### src/rtl/core/ipv4fhg_pkg.sv
// ----------------------------------------------------------------------------
// ipv4fhg_pkg
// Shared types, constants and the static checksum helper for the IPv4
// fragment header generator.
// ----------------------------------------------------------------------------
package ipv4fhg_pkg;

  // Fragment sizing
  localparam int          FRAG_SIZE = 1480;
  localparam logic [15:0] FRAG_LEN  = 16'(FRAG_SIZE);
  localparam logic [16:0] HDR_BYTES = 17'd60;
  localparam logic [16:0] TOT_MAX   = 17'h0_FFFF;
  localparam int          MAX_FRAGS = 64;
  localparam int          CNT_W     = $clog2(MAX_FRAGS);
  localparam logic [CNT_W-1:0] CNT_LAST = CNT_W'(MAX_FRAGS - 1);

  localparam logic [7:0]  VER_IHL   = 8'h4F;

  // Request queue
  localparam int FIFO_DEPTH = 4;
  localparam int FIFO_AW    = $clog2(FIFO_DEPTH);

  // Register map
  localparam int CFG_IDX_W = 3;
  localparam logic [CFG_IDX_W-1:0] CFG_SRC_ADDR = 3'd0;
  localparam logic [CFG_IDX_W-1:0] CFG_DST_ADDR = 3'd1;
  localparam logic [CFG_IDX_W-1:0] CFG_TTL      = 3'd2;
  localparam logic [CFG_IDX_W-1:0] CFG_TOS      = 3'd3;
  localparam logic [CFG_IDX_W-1:0] CFG_PROTO    = 3'd4;

  localparam logic [31:0] RST_SRC_ADDR = 32'h0A0D_502B;
  localparam logic [31:0] RST_DST_ADDR = 32'hFFFF_FFFF;
  localparam logic [7:0]  RST_TTL      = 8'd64;
  localparam logic [7:0]  RST_TOS      = 8'hFE;
  localparam logic [7:0]  RST_PROTO    = 8'd6;

  typedef struct packed {
    logic [31:0] src;
    logic [31:0] dst;
    logic [7:0]  ttl;
    logic [7:0]  tos;
    logic [7:0]  proto;
  } cfg_t;

  // Queued request
  typedef struct packed {
    logic [15:0] ident;
    logic [15:0] len;
  } req_t;

  // One fragment, before the checksum is added
  typedef struct packed {
    logic [15:0] ident;
    logic [15:0] flagoff;
    logic [15:0] tot;
    logic [15:0] off;
    logic [15:0] dlen;
    logic        last;
  } frag_t;

  // Folded ones'-complement sum of the header words that only depend on
  // configuration. Never zero, since the version/IHL word is nonzero.
  function automatic logic [15:0] static_sum(cfg_t c);
    logic [18:0] s;
    logic [16:0] f;
    s = 19'({VER_IHL, c.tos}) + 19'({c.ttl, c.proto})
      + 19'(c.src[31:16]) + 19'(c.src[15:0])
      + 19'(c.dst[31:16]) + 19'(c.dst[15:0]);
    f = 17'(s[15:0]) + 17'(s[18:16]);
    return f[15:0] + 16'(f[16]);
  endfunction

endpackage

### src/rtl/core/ipv4fhg_front.sv
// ----------------------------------------------------------------------------
// ipv4fhg_front
// Request intake: stamps each request with the identification counter and
// queues those that carry payload. Zero-length requests only bump the counter.
// ----------------------------------------------------------------------------
module ipv4fhg_front (
  input  logic                clk,
  input  logic                rst,
  input  logic                payload_valid,
  output logic                payload_stall,
  input  logic [15:0]         payload_length,
  input  logic                q_full,
  output logic                q_push,
  output ipv4fhg_pkg::req_t   q_data
);
  import ipv4fhg_pkg::*;

  logic [15:0] packet_id;
  logic        accept;

  assign payload_stall = q_full;
  assign accept        = payload_valid && !q_full;
  assign q_push        = accept && (payload_length != 16'd0);
  assign q_data        = '{ident: packet_id, len: payload_length};

  always_ff @(posedge clk) begin
    if (rst) begin
      packet_id <= 16'd0;
    end else if (accept) begin
      packet_id <= packet_id + 16'd1;
    end
  end

endmodule

### src/rtl/core/ipv4fhg_fifo.sv
// ----------------------------------------------------------------------------
// ipv4fhg_fifo
// Short request queue between intake and fragment generation.
// ----------------------------------------------------------------------------
module ipv4fhg_fifo (
  input  logic               clk,
  input  logic               rst,
  input  logic               push,
  input  ipv4fhg_pkg::req_t  push_data,
  output logic               full,
  input  logic               pop,
  output ipv4fhg_pkg::req_t  pop_data,
  output logic               empty
);
  import ipv4fhg_pkg::*;

  req_t               entries [FIFO_DEPTH];
  logic [FIFO_AW-1:0] wr_ptr;
  logic [FIFO_AW-1:0] rd_ptr;
  logic [FIFO_AW:0]   count;
  logic               do_push;
  logic               do_pop;

  assign full     = (count == (FIFO_AW+1)'(FIFO_DEPTH));
  assign empty    = (count == '0);
  assign do_push  = push && !full;
  assign do_pop   = pop && !empty;
  assign pop_data = entries[rd_ptr];

  always_ff @(posedge clk) begin
    if (do_push) begin
      entries[wr_ptr] <= push_data;
    end
  end

  always_ff @(posedge clk) begin
    if (rst) begin
      wr_ptr <= '0;
      rd_ptr <= '0;
      count  <= '0;
    end else begin
      if (do_push) wr_ptr <= wr_ptr + 1'b1;
      if (do_pop)  rd_ptr <= rd_ptr + 1'b1;
      case ({do_push, do_pop})
        2'b10:   count <= count + 1'b1;
        2'b01:   count <= count - 1'b1;
        default: count <= count;
      endcase
    end
  end

endmodule

### src/rtl/core/ipv4fhg_back.sv
// ----------------------------------------------------------------------------
// ipv4fhg_back
// Fragment sequencer: walks one queued request a fragment per cycle while the
// output is not stalled, then a checksum stage feeding the output register.
// ----------------------------------------------------------------------------
module ipv4fhg_back (
  input  logic               clk,
  input  logic               rst,
  input  ipv4fhg_pkg::req_t  q_data,
  input  logic               q_empty,
  output logic               q_pop,
  input  logic [15:0]        cfg_sum,
  output logic               header_valid,
  input  logic               header_stall,
  output logic [15:0]        identification,
  output logic [15:0]        flags_and_offset,
  output logic [15:0]        total_len,
  output logic [15:0]        header_checksum,
  output logic [15:0]        data_offset,
  output logic [15:0]        data_length,
  output logic               last_fragment
);
  import ipv4fhg_pkg::*;

  // Sequencer state
  logic             busy;
  logic [15:0]      ident;
  logic [15:0]      len;
  logic [15:0]      off;
  logic [CNT_W-1:0] cnt;

  // Stage 1
  logic             s1_valid;
  frag_t            s1;

  logic             s2_adv;
  logic             s1_adv;
  logic             gen_fire;
  logic [15:0]      remain;
  logic             gen_last;
  logic [15:0]      gen_dlen;
  logic [16:0]      gen_tot;
  frag_t            gen;
  logic [17:0]      csum_raw;
  logic [16:0]      csum_f1;
  logic [15:0]      csum_f2;

  assign s2_adv   = !header_valid || !header_stall;
  assign s1_adv   = !s1_valid || s2_adv;
  assign gen_fire = busy && s1_adv;
  assign q_pop    = !busy && !q_empty;

  always_comb begin
    remain   = len - off;
    gen_last = (remain <= FRAG_LEN);
    gen_dlen = gen_last ? remain : FRAG_LEN;
    gen_tot  = 17'(gen_dlen) + HDR_BYTES;
    if (gen_tot > TOT_MAX) gen_tot = TOT_MAX;
    gen.ident   = ident;
    gen.flagoff = {2'b00, !gen_last, off[15:3]};
    gen.tot     = gen_tot[15:0];
    gen.off     = off;
    gen.dlen    = gen_dlen;
    gen.last    = gen_last;
  end

  // Remaining header words added to the configuration part, folded twice
  always_comb begin
    csum_raw = 18'(cfg_sum) + 18'(s1.tot) + 18'(s1.ident) + 18'(s1.flagoff);
    csum_f1  = 17'(csum_raw[15:0]) + 17'(csum_raw[17:16]);
    csum_f2  = csum_f1[15:0] + 16'(csum_f1[16]);
  end

  always_ff @(posedge clk) begin
    if (rst) begin
      busy <= 1'b0;
    end else if (q_pop) begin
      busy <= 1'b1;
    end else if (gen_fire && (gen_last || cnt == CNT_LAST)) begin
      busy <= 1'b0;
    end
  end

  always_ff @(posedge clk) begin
    if (q_pop) begin
      ident <= q_data.ident;
      len   <= q_data.len;
      off   <= 16'd0;
      cnt   <= '0;
    end else if (gen_fire) begin
      off <= off + FRAG_LEN;
      cnt <= cnt + 1'b1;
    end
  end

  always_ff @(posedge clk) begin
    if (rst) begin
      s1_valid     <= 1'b0;
      header_valid <= 1'b0;
    end else begin
      if (s1_adv) s1_valid     <= gen_fire;
      if (s2_adv) header_valid <= s1_valid;
    end
  end

  always_ff @(posedge clk) begin
    if (gen_fire) s1 <= gen;
    if (s2_adv && s1_valid) begin
      identification   <= s1.ident;
      flags_and_offset <= s1.flagoff;
      total_len        <= s1.tot;
      header_checksum  <= ~csum_f2;
      data_offset      <= s1.off;
      data_length      <= s1.dlen;
      last_fragment    <= s1.last;
    end
  end

`ifndef ASSERT_OFF
  // Fragment sizes: full size unless last, last is nonempty and fits
  a_dlen_full : assert property (@(posedge clk) disable iff (rst)
    s1_valid && !s1.last |-> s1.dlen == FRAG_LEN)
    else $error("non-final fragment not full size");

  a_dlen_last : assert property (@(posedge clk) disable iff (rst)
    s1_valid && s1.last |-> (s1.dlen != 16'd0) && (s1.dlen <= FRAG_LEN))
    else $error("final fragment length out of range");

  // Sequencer steps by one fragment per fire while it stays busy
  a_step : assert property (@(posedge clk) disable iff (rst)
    gen_fire && !gen_last && (cnt != CNT_LAST) |=>
      busy && (off == $past(off) + FRAG_LEN))
    else $error("fragment offset did not advance");

  // A new request is only loaded when the previous one is done
  a_pop_idle : assert property (@(posedge clk) disable iff (rst)
    q_pop |=> busy && (off == 16'd0) && (cnt == '0))
    else $error("request load did not reset sequencer");
`endif

endmodule

### src/rtl/core/ipv4_fragment_header_generator_core.sv
// ----------------------------------------------------------------------------
// ipv4_fragment_header_generator_core
// Top level: configuration registers, request intake, queue and sequencer.
// ----------------------------------------------------------------------------
// Each request on the payload channel produces one 60-byte-header description
// per 1480-byte fragment (at most 45, none for a zero length), in rising
// offset order, with the identification taken from a counter that advances
// once per request. The sequencer emits one fragment per cycle while the
// header channel is not stalled, and loads the next request from the
// four-entry queue once the current one is done; the intake keeps accepting
// requests until that queue is full. A request passes the queue, the
// sequencer load, stage 1 and the output register before its first header
// appears. Configuration writes pass the configuration and configuration-sum
// registers, and must only be made while the block is idle.
module ipv4_fragment_header_generator_core (
  input  logic        clk,
  input  logic        rst,
  input  logic        cfg_wr_en,
  input  logic [2:0]  cfg_index,
  input  logic [31:0] cfg_data,
  input  logic        payload_valid,
  output logic        payload_stall,
  input  logic [15:0] payload_length,
  output logic        header_valid,
  input  logic        header_stall,
  output logic [15:0] identification,
  output logic [15:0] flags_and_offset,
  output logic [15:0] total_len,
  output logic [15:0] header_checksum,
  output logic [15:0] data_offset,
  output logic [15:0] data_length,
  output logic        last_fragment
);
  import ipv4fhg_pkg::*;

  cfg_t        cfg;
  logic [15:0] cfg_sum;
  logic        q_push;
  logic        q_pop;
  logic        q_full;
  logic        q_empty;
  req_t        q_in;
  req_t        q_out;

  always_ff @(posedge clk) begin
    if (rst) begin
      cfg.src   <= RST_SRC_ADDR;
      cfg.dst   <= RST_DST_ADDR;
      cfg.ttl   <= RST_TTL;
      cfg.tos   <= RST_TOS;
      cfg.proto <= RST_PROTO;
    end else if (cfg_wr_en) begin
      case (cfg_index)
        CFG_SRC_ADDR: cfg.src   <= cfg_data;
        CFG_DST_ADDR: cfg.dst   <= cfg_data;
        CFG_TTL:      cfg.ttl   <= cfg_data[7:0];
        CFG_TOS:      cfg.tos   <= cfg_data[7:0];
        CFG_PROTO:    cfg.proto <= cfg_data[7:0];
        default:      cfg       <= cfg;
      endcase
    end
  end

  // Configuration-only part of the checksum, kept registered
  always_ff @(posedge clk) begin
    cfg_sum <= static_sum(cfg);
  end

  ipv4fhg_front u_front (
    .clk            (clk),
    .rst            (rst),
    .payload_valid  (payload_valid),
    .payload_stall  (payload_stall),
    .payload_length (payload_length),
    .q_full         (q_full),
    .q_push         (q_push),
    .q_data         (q_in)
  );

  ipv4fhg_fifo u_fifo (
    .clk       (clk),
    .rst       (rst),
    .push      (q_push),
    .push_data (q_in),
    .full      (q_full),
    .pop       (q_pop),
    .pop_data  (q_out),
    .empty     (q_empty)
  );

  ipv4fhg_back u_back (
    .clk              (clk),
    .rst              (rst),
    .q_data           (q_out),
    .q_empty          (q_empty),
    .q_pop            (q_pop),
    .cfg_sum          (cfg_sum),
    .header_valid     (header_valid),
    .header_stall     (header_stall),
    .identification   (identification),
    .flags_and_offset (flags_and_offset),
    .total_len        (total_len),
    .header_checksum  (header_checksum),
    .data_offset      (data_offset),
    .data_length      (data_length),
    .last_fragment    (last_fragment)
  );

endmodule

### config.mk
export PLATFORM = sky130hd
export DESIGN_NAME = ipv4_fragment_header_generator_core
export DESIGN_NICKNAME = d
export VERILOG_FILES = /design/src/rtl/core/ipv4fhg_pkg.sv /design/src/rtl/core/ipv4fhg_front.sv /design/src/rtl/core/ipv4fhg_fifo.sv /design/src/rtl/core/ipv4fhg_back.sv /design/src/rtl/core/ipv4_fragment_header_generator_core.sv
export SDC_FILE = /design/constraint.sdc
export NUM_CORES = 1
export LEC_CHECK = 0
export BUFFER_PORTS_ARGS = -buffer_cell sky130_fd_sc_hd__buf_2
export CORE_MARGIN = 2
export CORE_UTILIZATION = 45
export DETAILED_ROUTE_END_ITERATION = 10
export PLACE_DENSITY = 0.59
export SLEW_MARGIN = 20
export SYNTH_ARGS = -nofsm -noshare
export SYNTH_HDL_FRONTEND = slang
export SYNTH_SLANG_ARGS = --single-unit
### constraint.sdc
create_clock -name clk -period 9.49 [get_ports clk]
set_input_delay 1.4235 -clock clk [delete_from_list [all_inputs] [get_ports clk]]
set_output_delay 1.4235 -clock clk [all_outputs]
set_load 0.005 [all_outputs]
== Word-level counts from Yosys, hierarchy flattened ==
Memories as Yosys holds them, arrays and structs flattened. A register that Yosys moved wholly into a read port is not among the register bits.
Cells that the tools add are included.
Widths: inputs -> output; s select.
Storage, ports and cells
  output and inout port bits: 99
  flip-flop bits (word level): 326
  memories: 1
  memory bits (writable): 128
  input port bits: 56
Cells by class
  bitwise gates (word level): 1
  equal/unequal tests: 8
  reduce and logical (&&, ||, !) cells: 28
  add/subtract/negate cells: 21
  $lt $le $gt $ge: 2
  multiplexer cells: 6
Memories
  u_fifo.entries: words 4, width 32, read ports 1, clocked after memory_dff 1, wr ports 1, RTL line ipv4fhg_fifo.sv:17  | req_t entries [FIFO_DEPTH];
Operators with widths (count)
  $add 19x16->19: 2
  $add 16x1->16: 2
  $add 18x16->19: 1
  $add 17x16->18: 1
  $add 18x14->18: 1
  $add 18x16->18: 1
  $add 15x16->17: 1
  $add 16x16->17: 1
  $add 16x2->17: 1
  $add 16x3->17: 1
  $add 16x6->17 const B: 1
  $gt 17x16->1 const B: 1
  $add 16x1->16 const B: 1
  $add 16x11->16 const B: 1
  $le 16x11->1 const B: 1
  $mux 16: 1
  $not 16->16: 1
  $reduce_bool 16->1: 1
  $sub 16x16->16: 1
  $reduce_and 2->1: 5
  $logic_and 1x1->1: 8
  $logic_not 1->1: 7
  $add 6x1->6 const B: 1
  $eq 3x2->1 const B: 2
  other kinds (13): 22

== Longest topological paths before layout ==
  depth after elaboration: 7
  gate-level depth with buffers: 41
  gate-level depth less buffers: 39

== Cells and area by module ==
A second synthesis with hierarchy kept.
Second synthesis, totals
  cell total of the unflattened synthesis: 1830
  area total of the unflattened synthesis: 22336.4 sq um
By module, submodules not included
  ipv4fhg_back: area each 9486.6 sq um, cells each 715, instances 1
  ipv4_fragment_header_generator_core: area each 6811.5 sq um, cells each 792, instances 1
  ipv4fhg_fifo: area each 5143.7 sq um, cells each 221, instances 1
  ipv4fhg_front: area each 894.6 sq um, cells each 102, instances 1

== Worst setup path before layout ==
OpenSTA, ideal clock, no wires.
  path type: input port to flip-flop
  start: in header_stall
  end: reg u_back.data_length[0], enable pin
  library setup time: 0.636 ns
  stages on the path: 1
  setup slack: 1.687 ns
  arrival: 7.167 ns
  cell sequence: a21boi_0
On the way
  word-level cells in the longest chain between the ends: 3
RTL lines
  start: declaration: RTL line ipv4_fragment_header_generator_core.sv:25  | input logic header_stall,
  $logic_not 1->1: RTL line ipv4fhg_back.sv:48  | assign s2_adv = !header_valid || !header_stall;
  $logic_or 1x1->1: RTL line ipv4fhg_back.sv:48
  $logic_and 1x1->1: RTL line ipv4fhg_back.sv:108  | if (s2_adv && s1_valid) begin
  end signal: assignment: RTL line ipv4fhg_back.sv:114  | data_length <= s1.dlen;
  end: declaration: RTL line ipv4fhg_back.sv:20  | output logic [15:0] data_length,
Every way passes these cells.
A chain may end at the register's enable or synchronous reset.

== Worst setup path after layout ==
  start: reg u_back.s1[33] (netlist bit)
  end: reg u_back.header_checksum[14], data pin
On the way
  word-level cells in the longest chain between the ends: 6
RTL lines
  start: declaration: RTL line ipv4fhg_back.sv:34  | frag_t s1;
  start signal: assignment: RTL line ipv4fhg_back.sv:107  | if (gen_fire) s1 <= gen;
  $add 16x16->17: RTL line ipv4fhg_back.sv:69  | csum_raw = 18'(cfg_sum) + 18'(s1.tot) + 18'(s1.ident) + 18'(s1.flagoff);
  $add 18x16->18: RTL line ipv4fhg_back.sv:69
  $add 18x14->18: RTL line ipv4fhg_back.sv:69
  $add 16x2->17: RTL line ipv4fhg_back.sv:70  | csum_f1 = 17'(csum_raw[15:0]) + 17'(csum_raw[17:16]);
  $add 16x1->16: RTL line ipv4fhg_back.sv:71  | csum_f2 = csum_f1[15:0] + 16'(csum_f1[16]);
  $not 16->16: RTL line ipv4fhg_back.sv:112  | header_checksum <= ~csum_f2;
  end signal: assignment: RTL line ipv4fhg_back.sv:112
  end: declaration: RTL line ipv4fhg_back.sv:18  | output logic [15:0] header_checksum,
Every way passes these cells.

==> impl_metrics.tcl <==
set metrics [dict create \
    synth.area.top_cells "edfxtp_1, dfxtp_1, fa_1" \
    synth.ff_latch_count 451 \
    wl_um 46200 \
    synth_simple_gate_area_share 0.111 \
    setup_violations 0 \
    worst_pin_slew_ps 948 \
    final_nets 2223 \
    timing.final.crit_share 0.852 \
    cts_hold_buf 0 \
    worst_hold_path_type "reg2reg" \
    die_area_um2 51100 \
    fmax_mhz 124 \
    track_usage 0.185 \
    tns_ps 0 \
    dp_hpwl_um 33700 \
    area_growth_pct 13.8 \
    portBuffers 149 \
    synthArstFlopShare 0 \
    final_util 0.517 \
    io_pins 155 \
    final_common_cell "edfxtp_1" \
    synth_adder_area_share 0.119 \
    synthCells 1849 \
    synth_top_family_by_area "adder cells" \
    htreeDepth 2 \
    crit_top_cell "ha_1" \
    synthFlopType "edfxtp_1" \
    cts_buffer_depth 3 \
    die_width_um 226 \
    r2r_cells 39 \
    hold_depth 0 \
    crit_type "reg2reg" \
    die_y_um 226 \
    drtPass1Iterations 5 \
    mostFrequentLayoutCells "edfxtp_1, inv_1, nand2_1, buf_2, dfxtp_1" \
    start_util 0.455 \
    fin_skew_ps 21.6 \
    startpoint_type "flip-flop" \
    synthesis.area_um2 22200 \
    drt_iter0_markers 869 \
    antenna_found_initial 0 \
    root_buffer "clkbuf_16" \
    grt_start_max_net_pins 87 \
    status "complete, no violations" \
    nFillCells 4251 \
    r2r-start "u_back.s1[33]" \
    final_hold_viol_count 0 \
    cts_made_buffers 47 \
    fin_cells 2704 \
    post_drt_wl_per_cell_um 17.1 \
    syn_avg_cell_area_um2 12.0 \
    synth_top_area_cell "edfxtp_1" \
    cts_num_sinks 451 \
    hold_path_end "u_back.data_length[1]" \
    cp.required_ps 9800 \
    max-slew-margin-rel 0.368 \
    synth_edf_count 302 \
    synthMuxAreaShare 0.0339 \
    drive_gt1_frac 0.160 \
    place.gp.congestion 0.885 \
    arrival_ps 8400 \
    slew_violations 0 \
    viasPerCell 5.08 \
    yosysWarnings 0 \
    dpl.cell_count 2617 \
    cp_slowest_stage_delay_ps 480 \
    cts.reportedPaths.clkPinSlew_ps 60 \
    synth_compound_area_frac 0.0913 \
    post-cts-setup-buffer-count 0 \
    synth_cell_type_count 97 \
    endpoint_kind "flip-flop" \
    synth_xor_area_frac 0.0458 \
    clk_latency_ps 580 \
    cts_resized 0 \
    grt_pass1_wl_um 73600 \
    path_max_fanout 8 \
    grt-ovfl-total 0 \
    cts_tree "done" \
    hp-start "u_back.s1[2]" \
    ant_nets 0 \
    slowest_stage "fa_1" \
    core_um2 48700 \
    vias 13700 \
    rrSetupSlack_ps 1400 \
    drv_cap 0 \
    rows 81 \
    fin_crit_ps 8090 \
    drc 0 \
    synth_top_cell_area_share 0.409 \
    grt_pass1_vias 13600 \
    r2r_end "u_back.header_checksum[14]" \
    yosysSeqAreaShare 0.544 \
    rsz0062_at_grt "false" \
    antenna_cells 0 \
]
-- flip-flops by register name, indices dropped and copies added (netlist names) --
name,cells
u_back.len,16
u_back.header_valid,1
u_fifo.rd_ptr,2
cfg_sum,16
u_fifo.count,3
u_back.ident,16
u_front.packet_id,16
u_back.header_checksum,16
u_fifo.wr_ptr,2
u_back.identification,16
u_back.s1,63
u_back.flags_and_offset,14
u_back.s1_valid,1
u_back.off,13
u_back.data_length,16
u_fifo.entries,128
u_back.busy,1
cfg,88
u_back.cnt,6
u_back.total_len,16
u_back.last_fragment,1
-- Yosys cell counts (all sizes together) (18+ instances only) --
cell type / instances
edfxtp: 302
ha: 89
a21oi: 86
xnor2: 53
fa: 76
buf: 30
o21ai: 42
clkbuf: 39
and3: 23
xor2: 60
nor2: 134
a211o: 43
nor2b: 22
nor3: 26
nand2: 164
inv: 235
mux4: 32
nand3: 31
and2: 18
dfxtp: 149
-- worst max-delay path, delay by kind of cell, from the launching register on --
family	cells	cell delay (ps)
XOR/XNOR	3	590
AND/OR/NAND/NOR	15	2490
flip-flops	1	350
AO/OA/AOI/OAI	11	2000
buffers and inverters	2	100
adder cells (fa/ha/maj)	8	2290
-- final cells by class --
cell class                      count  area (um2)  area share
Sequential cell                   451       12100       0.478
Multi-Input combinational cell   1107        8980       0.356
Clock buffer                       65        1360      0.0538
Inverter                          236         886      0.0351
Tap cell                          664         831      0.0329
Timing Repair Buffer              159         823      0.0326
Clock inverter                     22         294      0.0117
-- logic make-up (layout without fill, tap and decap cells) --
group / Yosys count / after routing
and+or+nand+nor: 505 / 505
DFF: 451 / 451
muxes: 35 / 35
other: 1 / 15
buffers and inverters: 305 / 482
AOI/OAI and AO/OA: 274 / 274
adders and majority gates: 165 / 165
xor gates and xnor gates: 113 / 113
-- per-stage QoR --
stage	area [um2]	hold slack, ps	setup slack (ps)
2_1_floorplan	22200	400	1690
3_3_place_gp	23600	401	1570
3_5_place_dp	23600	405	1430
4_1_cts	25200	418	1380
5_1_grt	25200	421	649
6_report	25200	418	1400
-- routing by layer --
metal | up-vias | share of wire | GRT usage
met5 | - | 0 | 0
met4 | 0 | 0.022 | 0.0549
met3 | 63 | 0.041 | 0.0249
met2 | 264 | 0.46 | 0.294
met1 | 6696 | 0.48 | 0.265
li1 | 6714 | - | -
-- worst max-delay path by stage --
stage                                            end     startpoint  cells after the start  slack (ps)
after floorplan                u_back.data_length[0]   header_stall                      1        1690
after global placement    u_back.header_checksum[14]  u_back.s1[33]                     39        1570
after detailed placement  u_back.header_checksum[14]  u_back.s1[33]                     39        1430
after CTS                 u_back.header_checksum[14]  u_back.s1[33]                     39        1380
after global routing      u_back.header_checksum[14]  u_back.s1[33]                     39         650
final                     u_back.header_checksum[14]  u_back.s1[33]                     39        1400
Power is left out: the tool's default activity adds up to more than one toggle a clock period on the data nets, which glitch-free logic cannot reach.
